$ cat src/design/las_pkg.sv
// Package for the launcher arm sequencer: mode codes, register indexes,
// reset values and the shared configuration and button types.
// No dependencies; every other design file depends on it.
`default_nettype none

package las_pkg;

	// Default converter sample width.
	localparam int SAMPLE_BITS_DEF = 10;

	// Mode codes.
	localparam logic [3:0] M_FIND_TOP   = 4'd0;
	localparam logic [3:0] M_HOME       = 4'd1;
	localparam logic [3:0] M_HOME_ABOVE = 4'd2;
	localparam logic [3:0] M_HOME_BELOW = 4'd3;
	localparam logic [3:0] M_LOCKED     = 4'd4;
	localparam logic [3:0] M_FLOOR      = 4'd5;
	localparam logic [3:0] M_BRAKING    = 4'd6;
	localparam logic [3:0] M_LOADED     = 4'd7;
	localparam logic [3:0] M_ARMED      = 4'd8;
	localparam logic [3:0] M_LAUNCHING  = 4'd9;
	localparam logic [3:0] M_IDLE       = 4'd10;

	// Configuration register indexes.
	localparam logic [2:0] R_FLOOR_OFFSET = 3'd0;
	localparam logic [2:0] R_HOME_OFFSET  = 3'd1;
	localparam logic [2:0] R_HOME_WINDOW  = 3'd2;
	localparam logic [2:0] R_TOP_MARGIN   = 3'd3;
	localparam logic [2:0] R_SETTLE_TICKS = 3'd4;
	localparam logic [2:0] R_BRAKE_HOLD   = 3'd5;
	localparam logic [2:0] R_LOCK_TICKS   = 3'd6;
	localparam logic [2:0] R_HOME_DRIVE   = 3'd7;

	localparam int CFG_IDX_W  = 3;
	localparam int CFG_DATA_W = 12;

	// Reset values.
	localparam logic [11:0]       FLOOR_OFFSET_RST = 12'd2300;
	localparam logic [11:0]       HOME_OFFSET_RST  = 12'd850;
	localparam logic [7:0]        HOME_WINDOW_RST  = 8'd25;
	localparam logic [11:0]       TOP_MARGIN_RST   = 12'd100;
	localparam logic [7:0]        SETTLE_TICKS_RST = 8'd9;
	localparam logic [7:0]        BRAKE_HOLD_RST   = 8'd10;
	localparam logic [7:0]        LOCK_TICKS_RST   = 8'd7;
	localparam logic signed [7:0] HOME_DRIVE_RST   = -8'sd64;
	localparam int                TOP_RESET        = 1500;

	// Motor commands.
	localparam logic signed [7:0] DRIVE_FULL_UP   = 8'sd127;
	localparam logic signed [7:0] DRIVE_FULL_DOWN = -8'sd127;
	localparam logic signed [7:0] DRIVE_MOST_NEG  = -8'sd128;

	// Wheel readings above this enable the brake override.
	localparam logic [7:0] WHEEL_THRESHOLD = 8'd127;

	typedef struct packed {
		logic [11:0]       floor_offset;
		logic [11:0]       home_offset;
		logic [7:0]        home_window;
		logic [11:0]       top_margin;
		logic [7:0]        settle_ticks;
		logic [7:0]        brake_hold_ticks;
		logic [7:0]        lock_ticks;
		logic signed [7:0] home_drive;
	} cfg_t;

	typedef struct packed {
		logic       go_home;
		logic       go_floor;
		logic       go_idle;
		logic       arm_request;
		logic       launch_request;
		logic [7:0] override_wheel;
		logic       override_open;
	} btn_t;

endpackage

`default_nettype wire

$ cat src/design/las_if.sv
// Request channel interfaces for the launcher arm sequencer: the sample
// channel into the block and the result channel out of it.
// Depends on las_pkg for the default sample width.
`default_nettype none

interface las_sample_if #(
	parameter int SAMPLE_BITS = las_pkg::SAMPLE_BITS_DEF
);
	logic                   valid;
	logic                   ready;
	logic [SAMPLE_BITS-1:0] pot_sample;
	logic                   go_home;
	logic                   go_floor;
	logic                   go_idle;
	logic                   arm_request;
	logic                   launch_request;
	logic [7:0]             override_wheel;
	logic                   override_open;

	modport source (
		output valid, pot_sample, go_home, go_floor, go_idle, arm_request,
		       launch_request, override_wheel, override_open,
		input  ready
	);
	modport sink (
		input  valid, pot_sample, go_home, go_floor, go_idle, arm_request,
		       launch_request, override_wheel, override_open,
		output ready
	);
endinterface

interface las_result_if;
	logic              valid;
	logic              ready;
	logic signed [7:0] motor_drive;
	logic              brake_release;
	logic [3:0]        mode;
	logic              launch_enabled;
	logic [11:0]       top_position;

	modport source (
		output valid, motor_drive, brake_release, mode, launch_enabled,
		       top_position,
		input  ready
	);
	modport sink (
		input  valid, motor_drive, brake_release, mode, launch_enabled,
		       top_position,
		output ready
	);
endinterface

`default_nettype wire

$ cat src/design/las_cfg.sv
// Configuration register bank of the launcher arm sequencer.
// Depends on las_pkg for register indexes, reset values and cfg_t.
`default_nettype none

module las_cfg (
	input  wire logic                           clk,
	input  wire logic                           arst_n,
	input  wire logic                           cfg_we,
	input  wire logic [las_pkg::CFG_IDX_W-1:0]  cfg_index,
	input  wire logic [las_pkg::CFG_DATA_W-1:0] cfg_data,
	output las_pkg::cfg_t                       cfg
);
	import las_pkg::*;

	cfg_t cfg_q;

	// Write decoder; registers take the low bits of the data word.
	always_ff @(posedge clk or negedge arst_n) begin
		if (!arst_n) begin
			cfg_q.floor_offset     <= FLOOR_OFFSET_RST;
			cfg_q.home_offset      <= HOME_OFFSET_RST;
			cfg_q.home_window      <= HOME_WINDOW_RST;
			cfg_q.top_margin       <= TOP_MARGIN_RST;
			cfg_q.settle_ticks     <= SETTLE_TICKS_RST;
			cfg_q.brake_hold_ticks <= BRAKE_HOLD_RST;
			cfg_q.lock_ticks       <= LOCK_TICKS_RST;
			cfg_q.home_drive       <= HOME_DRIVE_RST;
		end else if (cfg_we) begin
			unique case (cfg_index)
				R_FLOOR_OFFSET: cfg_q.floor_offset     <= cfg_data[11:0];
				R_HOME_OFFSET:  cfg_q.home_offset      <= cfg_data[11:0];
				R_HOME_WINDOW:  cfg_q.home_window      <= cfg_data[7:0];
				R_TOP_MARGIN:   cfg_q.top_margin       <= cfg_data[11:0];
				R_SETTLE_TICKS: cfg_q.settle_ticks     <= cfg_data[7:0];
				R_BRAKE_HOLD:   cfg_q.brake_hold_ticks <= cfg_data[7:0];
				R_LOCK_TICKS:   cfg_q.lock_ticks       <= cfg_data[7:0];
				R_HOME_DRIVE:   cfg_q.home_drive       <= signed'(cfg_data[7:0]);
				default: ;
			endcase
		end
	end

	assign cfg = cfg_q;

endmodule

`default_nettype wire

$ cat src/design/las_core.sv
// Sequencer state and per-tick update of the launcher arm sequencer, with
// the result register. Depends on las_pkg for mode codes, cfg_t and btn_t.
`default_nettype none

module las_core #(
	parameter int SAMPLE_BITS = las_pkg::SAMPLE_BITS_DEF
) (
	input  wire logic                   clk,
	input  wire logic                   arst_n,
	input  wire las_pkg::cfg_t          cfg,
	input  wire logic                   step,
	input  wire logic [SAMPLE_BITS-1:0] pot_sample,
	input  wire las_pkg::btn_t          btn,
	output logic signed [7:0]           motor_drive,
	output logic                        brake_release,
	output logic [3:0]                  mode,
	output logic                        launch_enabled,
	output logic [11:0]                 top_position
);
	import las_pkg::*;

	// Reading width, top register width and signed compare width.
	localparam int RW = SAMPLE_BITS + 2;
	localparam int TW = (RW > 12) ? RW : 12;
	localparam int SW = TW + 2;
	localparam logic [TW-1:0] TOP_RST = TW'(TOP_RESET);

	logic [3:0]        mode_q;
	logic [RW-1:0]     prev_q;
	logic [TW-1:0]     top_q;
	logic [7:0]        settle_q, brake_cnt_q, lock_q;
	logic signed [7:0] motor_q;
	logic              brake_q;
	logic              launch_q;

	logic [3:0]        mode_d;
	logic [TW-1:0]     top_d;
	logic [7:0]        settle_d, brake_cnt_d, lock_d, settle_inc;
	logic signed [7:0] motor_d, motor_clamped;
	logic              brake_d, brake_out, launch_d;

	logic [RW-1:0]        pot;
	logic signed [SW-1:0] spot, top_s, home_pos, floor_pos, window_lim, cutoff;

	// Scaled reading and signed positions derived from the calibrated top.
	assign pot        = {pot_sample, 2'b00};
	assign spot       = signed'({{(SW-RW){1'b0}}, pot});
	assign top_s      = signed'({2'b00, top_q});
	assign home_pos   = top_s - signed'({{(SW-12){1'b0}}, cfg.home_offset});
	assign floor_pos  = top_s - signed'({{(SW-12){1'b0}}, cfg.floor_offset});
	assign window_lim = home_pos + signed'({{(SW-8){1'b0}}, cfg.home_window});
	assign cutoff     = top_s - signed'({{(SW-12){1'b0}}, cfg.top_margin});
	assign settle_inc = settle_q + 8'd1;

	// Next state for one tick.
	always_comb begin
		mode_d      = mode_q;
		top_d       = top_q;
		settle_d    = settle_q;
		brake_cnt_d = brake_cnt_q;
		lock_d      = lock_q;
		motor_d     = motor_q;
		brake_d     = brake_q;

		// Buttons: the later one in the order home, floor, idle wins.
		if (btn.go_home)  mode_d = M_HOME;
		if (btn.go_floor) mode_d = M_FLOOR;
		if (btn.go_idle)  mode_d = M_IDLE;

		launch_d = (mode_d == M_LAUNCHING) ? launch_q : 1'b0;

		unique case (mode_d)
			M_FIND_TOP: begin
				motor_d = '0;
				brake_d = 1'b1;
				if (pot == prev_q) begin
					settle_d = settle_inc;
					if (settle_inc >= cfg.settle_ticks) begin
						top_d  = TW'(pot);
						mode_d = M_IDLE;
					end
				end else begin
					settle_d = '0;
				end
			end
			M_HOME: begin
				mode_d = (spot > home_pos) ? M_HOME_ABOVE : M_HOME_BELOW;
			end
			M_HOME_ABOVE: begin
				brake_d = 1'b1;
				motor_d = cfg.home_drive;
				if (spot <= window_lim) begin
					brake_d = 1'b0;
					if (lock_q > cfg.lock_ticks) mode_d = M_LOCKED;
					lock_d = lock_q + 8'd1;
				end
			end
			M_HOME_BELOW: begin
				mode_d = M_IDLE;
			end
			M_LOCKED: begin
				lock_d  = '0;
				brake_d = 1'b0;
				motor_d = '0;
			end
			M_FLOOR: begin
				brake_d = 1'b1;
				motor_d = DRIVE_FULL_DOWN;
				if (spot <= floor_pos) begin
					brake_d     = 1'b0;
					mode_d      = M_BRAKING;
					brake_cnt_d = '0;
				end
			end
			M_BRAKING: begin
				brake_d = 1'b0;
				motor_d = DRIVE_FULL_DOWN;
				if (brake_cnt_q > cfg.brake_hold_ticks) mode_d = M_LOADED;
				brake_cnt_d = brake_cnt_q + 8'd1;
			end
			M_LOADED: begin
				brake_cnt_d = '0;
				motor_d     = '0;
				brake_d     = 1'b0;
				if (btn.arm_request) mode_d = M_ARMED;
			end
			M_ARMED: begin
				brake_d = 1'b0;
				motor_d = '0;
				if (btn.launch_request) mode_d = M_LAUNCHING;
			end
			M_LAUNCHING: begin
				brake_d  = 1'b1;
				launch_d = 1'b1;
				motor_d  = DRIVE_FULL_UP;
				if (spot >= cutoff) mode_d = M_IDLE;
			end
			M_IDLE: begin
				motor_d  = '0;
				brake_d  = 1'b1;
				settle_d = '0;
			end
			default: begin
				mode_d = M_IDLE;
			end
		endcase

		// The wheel override forces the brake and is kept as state.
		brake_out = brake_d;
		if (btn.override_wheel > WHEEL_THRESHOLD) brake_out = btn.override_open;

		motor_clamped = (motor_d == DRIVE_MOST_NEG) ? DRIVE_FULL_DOWN : motor_d;
	end

	// State registers, updated once per request.
	always_ff @(posedge clk or negedge arst_n) begin
		if (!arst_n) begin
			mode_q      <= M_FIND_TOP;
			prev_q      <= '0;
			top_q       <= TOP_RST;
			settle_q    <= '0;
			brake_cnt_q <= '0;
			lock_q      <= '0;
			motor_q     <= '0;
			brake_q     <= 1'b0;
			launch_q    <= 1'b0;
		end else if (step) begin
			mode_q      <= mode_d;
			prev_q      <= pot;
			top_q       <= top_d;
			settle_q    <= settle_d;
			brake_cnt_q <= brake_cnt_d;
			lock_q      <= lock_d;
			motor_q     <= motor_d;
			brake_q     <= brake_out;
			launch_q    <= launch_d;
		end
	end

	// Result register.
	always_ff @(posedge clk) begin
		if (step) begin
			motor_drive    <= motor_clamped;
			brake_release  <= brake_out;
			mode           <= mode_d;
			launch_enabled <= launch_d;
			top_position   <= top_d[11:0];
		end
	end

endmodule

`default_nettype wire

$ cat src/design/launcher_arm_sequencer_unit.sv
// Top level of the launcher arm sequencer: input register, handshake
// control, configuration bank and sequencer core.
// Depends on las_pkg, las_if, las_cfg and las_core.
//
// Use: one request on the sample channel per control tick carries the
// converter sample and the operator buttons; each request produces exactly
// one request on the result channel with motor command, brake, mode,
// launch flag and the calibrated top reading.
// Path: a sample accepted into the input register is stepped into the
// result register once that register is empty or being emptied, and its
// result is then valid on the result channel.
// Throughput: one request per cycle while the result channel is ready;
// the state update sits between the input register and the result register.
// Stalls: while the result channel is not ready, the held result and one
// accepted sample wait in their registers; sample ready falls only when
// both are full, and nothing is lost or repeated.
// Reset: arst_n clears both registers' valid flags, returns the sequencer
// to top finding with the top at 1500 and loads the register defaults.
// Configuration writes on cfg_we/cfg_index/cfg_data take effect at once
// and are expected only while no request is in flight.
`default_nettype none

module launcher_arm_sequencer_unit #(
	parameter int SAMPLE_BITS = las_pkg::SAMPLE_BITS_DEF
) (
	input  wire logic                           clk,
	input  wire logic                           arst_n,
	input  wire logic                           cfg_we,
	input  wire logic [las_pkg::CFG_IDX_W-1:0]  cfg_index,
	input  wire logic [las_pkg::CFG_DATA_W-1:0] cfg_data,
	las_sample_if.sink                          sample,
	las_result_if.source                        result
);
	import las_pkg::*;

	cfg_t                   cfg;
	logic                   valid_s1;
	logic [SAMPLE_BITS-1:0] pot_s1;
	btn_t                   btn_s1;
	logic                   out_valid_q;
	logic                   out_free;
	logic                   step;

	// Handshake: the core steps when the input register holds a request
	// and the result register is empty or being emptied.
	assign out_free     = !out_valid_q || result.ready;
	assign step         = valid_s1 && out_free;
	assign sample.ready = !valid_s1 || step;

	always_ff @(posedge clk or negedge arst_n) begin
		if (!arst_n) begin
			valid_s1    <= 1'b0;
			out_valid_q <= 1'b0;
		end else begin
			if (sample.ready) valid_s1 <= sample.valid;
			if (out_free)     out_valid_q <= valid_s1;
		end
	end

	// Input register.
	always_ff @(posedge clk) begin
		if (sample.valid && sample.ready) begin
			pot_s1                <= sample.pot_sample;
			btn_s1.go_home        <= sample.go_home;
			btn_s1.go_floor       <= sample.go_floor;
			btn_s1.go_idle        <= sample.go_idle;
			btn_s1.arm_request    <= sample.arm_request;
			btn_s1.launch_request <= sample.launch_request;
			btn_s1.override_wheel <= sample.override_wheel;
			btn_s1.override_open  <= sample.override_open;
		end
	end

	las_cfg u_cfg (
		.clk       (clk),
		.arst_n    (arst_n),
		.cfg_we    (cfg_we),
		.cfg_index (cfg_index),
		.cfg_data  (cfg_data),
		.cfg       (cfg)
	);

	las_core #(
		.SAMPLE_BITS (SAMPLE_BITS)
	) u_core (
		.clk            (clk),
		.arst_n         (arst_n),
		.cfg            (cfg),
		.step           (step),
		.pot_sample     (pot_s1),
		.btn            (btn_s1),
		.motor_drive    (result.motor_drive),
		.brake_release  (result.brake_release),
		.mode           (result.mode),
		.launch_enabled (result.launch_enabled),
		.top_position   (result.top_position)
	);

	assign result.valid = out_valid_q;

endmodule

`default_nettype wire

$ cat src/flat_wrapper.sv
// flat-port wrapper written by rule: the top's interface ports become plain ports
module launcher_arm_sequencer_unit_flat import las_pkg::*;
#(
	parameter int SAMPLE_BITS = las_pkg::SAMPLE_BITS_DEF
)
  (clk, arst_n, cfg_we, cfg_index, cfg_data, sample_valid, sample_pot_sample, sample_go_home, sample_go_floor, sample_go_idle, sample_arm_request, sample_launch_request, sample_override_wheel, sample_override_open, sample_ready, result_valid, result_motor_drive, result_brake_release, result_mode, result_launch_enabled, result_top_position, result_ready);
  las_sample_if #(.SAMPLE_BITS(SAMPLE_BITS)) sample_i ();
  las_result_if result_i ();
  input  wire logic clk;
  input  wire logic arst_n;
  input  wire logic cfg_we;
  input  wire logic [las_pkg::CFG_IDX_W-1:0] cfg_index;
  input  wire logic [las_pkg::CFG_DATA_W-1:0] cfg_data;
  input wire logic [$bits(sample_i.valid)-1:0] sample_valid;
  input wire logic [$bits(sample_i.pot_sample)-1:0] sample_pot_sample;
  input wire logic [$bits(sample_i.go_home)-1:0] sample_go_home;
  input wire logic [$bits(sample_i.go_floor)-1:0] sample_go_floor;
  input wire logic [$bits(sample_i.go_idle)-1:0] sample_go_idle;
  input wire logic [$bits(sample_i.arm_request)-1:0] sample_arm_request;
  input wire logic [$bits(sample_i.launch_request)-1:0] sample_launch_request;
  input wire logic [$bits(sample_i.override_wheel)-1:0] sample_override_wheel;
  input wire logic [$bits(sample_i.override_open)-1:0] sample_override_open;
  output wire logic [$bits(sample_i.ready)-1:0] sample_ready;
  output wire logic [$bits(result_i.valid)-1:0] result_valid;
  output wire logic [$bits(result_i.motor_drive)-1:0] result_motor_drive;
  output wire logic [$bits(result_i.brake_release)-1:0] result_brake_release;
  output wire logic [$bits(result_i.mode)-1:0] result_mode;
  output wire logic [$bits(result_i.launch_enabled)-1:0] result_launch_enabled;
  output wire logic [$bits(result_i.top_position)-1:0] result_top_position;
  input wire logic [$bits(result_i.ready)-1:0] result_ready;
  assign sample_i.valid = sample_valid;
  assign sample_i.pot_sample = sample_pot_sample;
  assign sample_i.go_home = sample_go_home;
  assign sample_i.go_floor = sample_go_floor;
  assign sample_i.go_idle = sample_go_idle;
  assign sample_i.arm_request = sample_arm_request;
  assign sample_i.launch_request = sample_launch_request;
  assign sample_i.override_wheel = sample_override_wheel;
  assign sample_i.override_open = sample_override_open;
  assign sample_ready = sample_i.ready;
  assign result_valid = result_i.valid;
  assign result_motor_drive = result_i.motor_drive;
  assign result_brake_release = result_i.brake_release;
  assign result_mode = result_i.mode;
  assign result_launch_enabled = result_i.launch_enabled;
  assign result_top_position = result_i.top_position;
  assign result_i.ready = result_ready;
  launcher_arm_sequencer_unit #(.SAMPLE_BITS(SAMPLE_BITS)) u_core (.clk(clk), .arst_n(arst_n), .cfg_we(cfg_we), .cfg_index(cfg_index), .cfg_data(cfg_data), .sample(sample_i), .result(result_i));
endmodule
$ cat config.mk
export PLATFORM = sky130hd
export DESIGN_NAME = launcher_arm_sequencer_unit_flat
export DESIGN_NICKNAME = d
export VERILOG_FILES = /design/src/design/las_pkg.sv /design/src/design/las_if.sv /design/src/design/las_cfg.sv /design/src/design/las_core.sv /design/src/design/launcher_arm_sequencer_unit.sv /design/src/flat_wrapper.sv
export SDC_FILE = /design/constraint.sdc
export NUM_CORES = 1
export LEC_CHECK = 0
export ABC_AREA = 1
export ABC_CLOCK_PERIOD_IN_PS = 8029
export BUFFER_PORTS_ARGS = -buffer_cell sky130_fd_sc_hd__buf_2
export CAP_MARGIN = 20
export CELL_PAD_IN_SITES_DETAIL_PLACEMENT = 1
export CELL_PAD_IN_SITES_GLOBAL_PLACEMENT = 2
export CORE_AREA = 4 4 174 176
export DETAILED_ROUTE_END_ITERATION = 12
export DIE_AREA = 0 0 178 180
export GPL_TIMING_DRIVEN = 0
export MAX_ROUTING_LAYER = met4
export PLACE_DENSITY = 0.91
export SYNTH_ARGS = -nofsm -noshare
export SYNTH_HDL_FRONTEND = slang
export SYNTH_SLANG_ARGS = --single-unit
$ cat constraint.sdc
create_clock -name clk -period 8.03 [get_ports clk]
set_input_delay 1.606 -clock clk [delete_from_list [all_inputs] [get_ports clk]]
set_output_delay 1.606 -clock clk [all_outputs]
set_load 0.02 [all_outputs]
# Word-level counts from Yosys, hierarchy flattened
# Index checks and enable logic that the tools add are counted.
[op_classes]
addsub = 7
mul = 0
n_div = 0
magnitude_cmp = 8
eq_ne = 20
n_shift = 0
mux = 29
n_bitwise = 0
n_reduce_logical = 27
[ops]
columns = ["op", "count"]
rows = [
  ["$mux W4", 12],
  ["$sub A12 B12 Y13", 3],
  ["$mux W12", 3],
  ["$pmux W4 S9", 1],
  ["$pmux W8 S2", 2],
  ["$pmux W8 S4", 1],
  ["$add A8 B1 Y8 const B", 3],
  ["$mux W8", 3],
  ["$pmux W8 S3", 1],
  ["$reduce_and A2 Y1", 9],
  ["$eq A4 B3 Y1 const B", 4],
  ["$gt A8 B8 Y1", 2],
  ["$add A14 B9 Y14", 1],
  ["$gt A13 B14 Y1", 1],
  ["$le A13 B14 Y1", 1],
  ["$ge A13 B13 Y1", 1],
  ["$le A13 B13 Y1", 1],
  ["$eq A3 B3 Y1 const B", 4],
  ["$eq A4 B4 Y1 const B", 3],
  ["$eq A10 B10 Y1", 1],
  ["$eq A8 B8 Y1 const B", 1],
  ["$ge A8 B8 Y1", 1],
  ["$gt A8 B7 Y1 const B", 1],
  ["$eq A3 B2 Y1 const B", 2],
  ["other kinds (18)", 29],
]
[totals]
regBits = 187
latch_bits = 0
ram_bits = 0
rom_bits = 0
output_inout_bits = 28
n_memories = 0

# Logic depth before layout (Yosys ltp)
# Gate-level depths: netlist of run 1.
[depth]
depth_word = 7
mapped_depth = 36
ltp_nobuf = 36

# By module
# Synthesis of run 1 repeated with hierarchy kept, for this count alone.
[unflattened]
hier_cells = 1481
area_unflattened_um2 = 11939.0
[by_module_without_submodules]
columns = ["module", "instances", "cells_each", "area_each_um2", "seq_area_each_um2"]
rows = [
  ["las_core", 1, 1095, 8054.0, 2265.9],
  ["las_cfg", 1, 350, 3069.2, 1935.6],
  ["launcher_arm_sequencer_unit", 1, 36, 815.8, 770.7],
]

# Least setup slack after synthesis of run 1
# OpenSTA, ideal clock, no wires.
[synth_path]
kind = "register to register"
start = "register u_core.u_core.top_q[0]"
end = "register u_core.u_core.lock_q[5]"
setup_ps = 74
t_arrival_ps = 3929
required_time_ps = 7956
setup_slack_ps = 4027
stages_incl_launch_ff = 36
period_less_slack_ps = 4003
path_cell_list = "dfrtp_1 -> inv_1 -> ha_1 -> fa_1 -> inv_1 -> nand3_1 -> nand2_4 -> nand2_1 -> nand2_1 -> xor2_1 -> ha_1 -> inv_1 -> o21ai_0 -> a21oi_1 -> nand2_1 -> nand2_1 -> nand2_1 -> nand2_4 -> nor2_4 -> xor2_1 -> ha_1 -> nand2_1 -> inv_1 -> nand2_1 -> nor2_1 -> nand2_1 -> nand3_1 -> nand2_1 -> inv_1 -> nand2_1 -> nand3_2 -> nand3_2 -> nand3_4 -> buf_6 -> nand2_1 -> o21ai_2"
[synth_between]
elab_chain_cells = 5
[synth_lines]
columns = ["element", "line_no", "rtl"]
rows = [
  ["start: declaration", "las_core.sv:30", "logic [TW-1:0] top_q;"],
  ["start signal: assignment", "las_core.sv:170", "top_q <= top_d;"],
  ["$sub A12 B12 Y13", "las_core.sv:49", "assign home_pos = top_s - signed'({{(SW-12){1'b0}}, cfg.home_offset});"],
  ["$add A14 B9 Y14", "las_core.sv:51", "assign window_lim = home_pos + signed'({{(SW-8){1'b0}}, cfg.home_window});"],
  ["$le A13 B14 Y1", "las_core.sv:92", "if (spot <= window_lim) begin"],
  ["$ne A2 B2 Y1 (no line)", "-", ""],
  ["$reduce_and A3 Y1 (no line)", "-", ""],
  ["end signal: assignment", "las_core.sv:173", "lock_q <= lock_d;"],
  ["end: declaration", "las_core.sv:31", "logic [7:0] settle_q, brake_cnt_q, lock_q;"],
]
# Every way passes these cells.
# A chain may end at the register's enable or synchronous reset.

# Final worst setup path of run 1
[layout_path]
start = "register u_core.u_core.top_q[1]"
end = "register u_core.u_core.mode_q[1]"
[layout_between]
elab_chain_cells = 5
word_cells_on_any_way = 11
cone_classes = "add/sub (4); order compare (3); mux (4)"
[layout_lines]
columns = ["element", "line_no", "rtl"]
rows = [
  ["$sub A12 B12 Y13", "las_core.sv:49", ""],
  ["$add A14 B9 Y14", "las_core.sv:51", ""],
  ["$le A13 B14 Y1", "las_core.sv:92", ""],
  ["$mux W4", "las_core.sv:92", ""],
  ["$pmux W4 S9 *", "las_core.sv:72", "unique case (mode_d)"],
  ["named net u_core.u_core.mode_d[1]", "las_core.sv:36", "logic [3:0] mode_d;"],
  ["end signal: assignment", "las_core.sv:168", "mode_q <= mode_d;"],
  ["end: declaration", "las_core.sv:28", "logic [3:0] mode_q;"],
]
# The timed path passes the listed nets; every way through them passes the cells marked *.

==> flow_summary.ini, run 1 <==
[grt]
grt_start_max_net_pins = 94
grtUsageTotal_pct = 22.01
overflow = 0
antenna_found_initial = 1
grt_pass1_vias = 9933
grt_pass1_wl_um = 53630

[critical_path]
crit_slowest_cell = dfrtp_1
crit_type = flip-flop to flip-flop
max_stage_delay_ns = 0.57
startpoint = u_core.u_core.top_q[1]$_DFFE_PN0P_
regToRegStartpoint = u_core.u_core.top_q[1]$_DFFE_PN0P_
arrival_ns = 5.52
critPathMaxFanout = 5
crit_top_cell = nand2_1
setup.worst_path.end_class = flip-flop
start_kind = flip-flop
required_ns = 8.36

[finish]
layoutNonFillerInstCount = 1856
nNetsFinal = 1619
final_core_util_pct = 44.72
drive_gt1_share_pct = 13.93
antenna_cells = 0
regArea_sq_um = 4762
fillers = 3499
multi_input_area_sq_um = 5712
area_growth_pct = 12.64

[sta]
tightest_slew_ns = 1.096
final.period_utilization_pct = 64.71
report.final.slew_viol_count = 0
hold_viol = 0
tns_ns = 0
rsz0062_at_grt = no
skew_ns = 0.01473
max_slew_margin_pct = 26.37
fin_ws_ns = 2.834
max_freq_mhz = 192.4
setup_viol = 0
period_minus_slack_ns = 5.196

[pwr]
p_int_uw = 1949
power.density_nw_per_um2 = 250.3
netSwitchingFraction_pct = 39.17
comb_power_share_pct = 34.7
switchingPower_uw = 1255
ir_drop_uv = 145.5
p_clk_share_pct = 26.8
seqPwrFrac_pct = 38.4
p_leak_uw = 0.006309

[clock_tree]
cts_num_sinks = 180
htree_levels = 4
cts_buffer_depth = 2
cts_tree = done
holdBufCountCts = 0
post-cts-setup-buffers = 0
insertion_delay_ns = 0.44
ctsRootBufferMaster = clkbuf_16
clk_pin_slew_ns = 0.08
cts_buffers = 17
post_cts_resized = 0

[detailed_routing]
avgViaCountPerCell = 5.115
routed-via-count = 9494
firstDrtPassIters = 7
first_iter_violations = 556
wl_per_cell_um = 18.08
drc = 0
final_antenna_net_count = 0
finalWirelength_um = 33550

[yosys]
ys.flop_type = dfrtp_1
synth_area_leaders = dfrtp_1 (23%), ha_1 (12%), edfxtp_1 (11%), nand2_1 (11%), dfstp_2 (7.9%)
yosysWarnings = 0
synth_most_common_cell = nand2_1
netlist_instances = 1375
synth_top_area_share_pct = 22.68
synth.avg_cell_area_sq_um = 8.264
synth_cell_types = 48
synth_common_cells = nand2_1 (328), inv_1 (202), o21ai_0 (129)
synth_seq_cells = 180
synth_area_leader_cell = dfrtp_1
syn-cell-area_sq_um = 11360
ys_seq_area_share_pct = 41.91
synth_edf_count = 43
synth-async-reset-ratio_pct = 76.11
synth_nets = 1535

[floorplan]
io_pins = 72
die_h_um = 180
die-area_sq_um = 32040
row_count = 62
core_sq_um = 28630
initial_utilization_pct = 39.70
die_w_um = 178

[placement]
hpwl_um = 25310
pre_cts_slack_ns = 2.882
place_inst = 1824
gp_congestion = 0.8581
io_buffers = 64

[min_path]
hold_path_class = flip-flop to flip-flop
hold_start = u_core.u_cfg.cfg[39]$_DFFE_PN0P_

[outcome]
outcome = complete, no violations

[flow_run]
max-cap-violations = 0
==> power groups by stage <==
stage	Combinational, uW	Sequential [uW]	Clock (uW)
floorplan	794	1240	0
global placement	1060	1240	0
detailed placement	1110	1250	0
CTS	1120	1230	869
global route	1300	1250	916
finish	1110	1230	859
==> per-layer routing <==
| layer | vias up | wire length [um] | GRT usage, % |
|---|---|---|---|
| li1 | 4668 | - | - |
| met1 | 4654 | 16090 | 29.92 |
| met2 | 131 | 15620 | 34.92 |
| met3 | 41 | 1099 | 2.815 |
| met4 | 0 | 747 | 5.662 |
| met5 | - | 0 | - |
==> worst max-delay path: cells and delay by family (launching register included) <==
kind            cells  cell delay [ns]
xor+xnor            2             0.48
fa+ha+maj           3             1.10
simple gates       22             2.05
flops               1             0.57
buf+inv             5             0.61
compound gates      2             0.24
==> stage by stage <==
step,power [uW],hold slack (ns),cell area [sq um]
2_1_floorplan,2030,0.4479,11360
3_3_place_gp,2300,0.4626,12160
3_5_place_dp,2360,0.4710,12200
4_1_cts,3225,0.4928,12800
5_1_grt,3466,0.5080,12800
6_report,3204,0.4872,12800
==> registers in the layout (all words and copies together) (netlist names), 4 cells and up <==
register / cells
u_core.u_cfg.cfg: 76
u_core.u_core.top_position: 12
u_core.u_core.top_q: 12
u_core.pot_s1: 10
u_core.u_core.prev_q: 10
u_core.u_core.brake_cnt_q: 8
u_core.u_core.lock_q: 8
u_core.u_core.motor_drive: 8
u_core.u_core.motor_q: 8
u_core.u_core.settle_q: 8
u_core.btn_s1: 7
u_core.u_core.mode: 4
u_core.u_core.mode_q: 4
==> final timing paths <==
kind                            slack (ns)                                  end  cells after the start
worst max-delay path                  2.83  u_core.u_core.mode_q[1]$_DFFE_PN0P_                     34
worst min-delay path                  0.49     u_core.u_cfg.cfg[39]$_DFFE_PN0P_                      2
worst max register to register        2.83  u_core.u_core.mode_q[1]$_DFFE_PN0P_                     34
worst min register to register        0.49     u_core.u_cfg.cfg[39]$_DFFE_PN0P_                      2
max in group asynchronous             6.08      u_core.u_cfg.cfg[7]$_DFFE_PN1P_                      2
min in group asynchronous             1.08     u_core.u_cfg.cfg[74]$_DFFE_PN0P_                      1
==> cell families (layout without fill, tap and decap cells) <==
family	count (synthesis)	after routing	synth area share, %
xor gates and xnor gates	56	56	4.316
adders and majority gates	116	116	13.04
and+or+nand+nor	523	523	20.06
buffers and inverters	234	331	7.829
DFF	180	180	41.91
AOI/OAI and AO/OA	266	266	12.85
==> cells in the final DEF, fill, tap and decap left out, types with 17 or more instances in the layout <==
master     Yosys  layout
dfstp_2       34      34
clkbuf_1      18      17
ha_1         112     112
buf_2          3      66
edfxtp_1      43      43
nand2_1      328     328
xor2_1        44      44
nand2_2       20      20
o21ai_0      129     129
nor2_1        75      75
clkbuf_16      0      17
nand3_1       36      36
inv_1        202     202
a21oi_1       81      81
dfrtp_1      103     103
==> cell type report <==
cell class / count / share of cell area (%)
multi-input cells: 961 / 44.62
flip-flops and latches: 180 / 37.20
inverters: 212 / 6.217
well taps: 384 / 3.754
clock buffers: 17 / 3.324
repair buffers: 65 / 2.766
clock inverters: 15 / 1.369
plain buffers: 22 / 0.7429
Power figures use the tool's default switching activity.
==> inputs of run 2 (changes only) <==
ABC_CLOCK_PERIOD_IN_PS = 4990   (was 8029)
CORE_AREA = 4 4 178 180   (was 4 4 174 176)
DIE_AREA = 0 0 182 184   (was 0 0 178 180)
PLACE_DENSITY = 0.88   (was 0.91)
clock period = 4.99 ns   (was 8.03 ns; I/O delays follow)
==> run 2 against run 1 <==
  * Power rose by 60%
  * Critical path depth did not move
  * Combinational power is 63% higher
  * Utilization is 2.0 points lower
  * Via count rose by 0.56%
==> flow_summary.ini, run 2 (synthesis gave the netlist of run 1 again) <==
[outcome]
outcome = complete, no violations

[critical_path]
critPathBufInv = 6
max_stage_delay_ns = 0.37
required_ns = 5.33
start_kind = flip-flop
critPathMaxFanout = 10
setup.worst_path.end_class = flip-flop
arrival_ns = 4.92
crit_type = flip-flop to flip-flop
cp.depth = 34
reg2reg_depth = 34
crit_top_cell = nand2_1
crit_slowest_cell = dfrtp_1
crit_family = simple AND/OR/NAND/NOR gates

[detailed_routing]
routed-via-count = 9547
avgViaCountPerCell = 5.092
drc = 0
wl_per_cell_um = 18.16
first_iter_violations = 441
firstDrtPassIters = 4
final_antenna_net_count = 0
finalWirelength_um = 34050

[finish]
multi_input_area_sq_um = 5758
most-common-layout-cells = nand2_1 (327), inv_1 (200), o21ai_0 (129), ha_1 (112), dfrtp_1 (102)
area_growth_pct = 13.58
drive_gt1_share_pct = 14.88
fin_area_sq_um = 12910
fillers = 3622
final_common_cell = nand2_1
largest_reg_flops = 76
nNetsFinal = 1625
regArea_sq_um = 4763

[placement]
placed_area_sq_um = 12210
io_buffers = 64
gp_congestion = 0.8464
hpwl_um = 25800
pre_cts_slack_ns = -0.1323

[sta]
final.period_utilization_pct = 91.76
hold_viol = 0
tns_ns = 0
max_freq_mhz = 218.4
report.final.slew_viol_count = 0
period_minus_slack_ns = 4.579
tightest_slew_ns = 0.8897
fin_ws_ns = 0.4112
whs_ns = 0.4882
skew_ns = 0.02164
max_slew_margin_pct = 40.69
setup_viol = 0

[clock_tree]
cts_buffer_depth = 2
cts_tree = done
insertion_delay_ns = 0.45
holdBufCountCts = 0
htree_levels = 4
clk_pin_slew_ns = 0.08
ctsRootBufferMaster = clkbuf_16
cts_num_sinks = 180
cts_buffers = 17

[pwr]
ir_drop_uv = 246.7
p_leak_uw = 0.006320
p_clk_share_pct = 26.0
p_int_uw = 3138
switchingPower_uw = 1981
seqPwrFrac_pct = 38.7
netSwitchingFraction_pct = 38.70
power.density_nw_per_um2 = 396.7
comb_power_share_pct = 35.3

[grt]
grt_pass1_vias = 10180
overflow = 0
grt_start_max_net_pins = 88
antenna_found_initial = 1
grtUsageTotal_pct = 21.50
grt_pass1_wl_um = 55040

[floorplan]
die_w_um = 182
die-area_sq_um = 33490
row_count = 64
core_sq_um = 30190
die_h_um = 184
io_pins = 72
initial_utilization_pct = 37.64

[min_path]
holdPathStages = 2
hold_path_class = flip-flop to flip-flop

[flow_run]
max-cap-violations = 0
[run 2: changes by cell type in the layout (fill, tap and decap cells not counted), sizes merged]
cell / previous run / this run
buf: 69 / 74
inv: 221 / 217
clkinvlp: 0 / 3
clkbuf: 35 / 37
diode: 0 / 1
[run 2: routing by layer]
metal | GRT usage (%) | part of all wire (%)
met1 | 27.83 | 47
met2 | 36.08 | 48
met3 | 2.968 | 3.1
met4 | 4.923 | 1.8
met5 | - | 0
[run 2: what timing repair did]
action                     in CTS  in global routing
gates resized for setup         2                 11
setup endpoints to repair      13                 14
setup buffers                   1                  4
[run 2: area by class of cell]
| cell class | count | area share [%] |
|---|---|---|
| clock inverter | 14 | 1.241 |
| tap | 396 | 3.839 |
| buffer | 22 | 0.7659 |
| sequential | 180 | 36.91 |
| timing repair buffer | 71 | 3.093 |
| inverter | 212 | 6.195 |
| multi-input combinational | 961 | 44.61 |
| clock buffer | 18 | 3.325 |
| antenna | 1 | 0.01939 |
[run 2: metrics by stage]
stage	utilization, %	cells	total power (uW)
floorplan	-	1375	3266
global placement	40.34	1835	3703
detailed placement	40.46	1836	3799
CTS	42.45	1869	5157
global route	42.75	1875	5555
finish	42.75	1875	5119
[run 2: worst register-to-register path, delay by kind of cell (launching register included)]
kind / cells / cell delay [ns]
xor gates and xnor gates: 2 / 0.39
and+or+nand+nor: 19 / 1.68
DFF: 1 / 0.37
buffers and inverters: 6 / 0.60
AOI/OAI and AO/OA: 3 / 0.30
adders and majority gates: 4 / 1.16
[run 2: worst paths after layout]
check / from / to / slack, ns
worst max-delay path: u_core.u_core.top_q[0]$_DFFE_PN0P_ / u_core.u_core.lock_q[5]$_DFFE_PN0P_ / 0.41
min in group asynchronous: arst_n / u_core.u_cfg.cfg[73]$_DFFE_PN0P_ / 0.64
max in group asynchronous: arst_n / u_core.u_cfg.cfg[10]$_DFFE_PN1P_ / 3.52
worst max register to register: u_core.u_core.top_q[0]$_DFFE_PN0P_ / u_core.u_core.lock_q[5]$_DFFE_PN0P_ / 0.41
worst min register to register: u_core.u_cfg.cfg[20]$_DFFE_PN0P_ / u_core.u_cfg.cfg[20]$_DFFE_PN0P_ / 0.49
worst min-delay path: u_core.u_cfg.cfg[20]$_DFFE_PN0P_ / u_core.u_cfg.cfg[20]$_DFFE_PN0P_ / 0.49
[run 2: power by group through the flow]
| stage | Clock [uW] | Combinational (uW) | Sequential, uW |
|---|---|---|---|
| floorplan | 0 | 1280 | 1990 |
| global placement | 0 | 1710 | 2000 |
| detailed placement | 0 | 1790 | 2010 |
| CTS | 1360 | 1810 | 1980 |
| global route | 1430 | 2110 | 2020 |
| finish | 1330 | 1810 | 1980 |
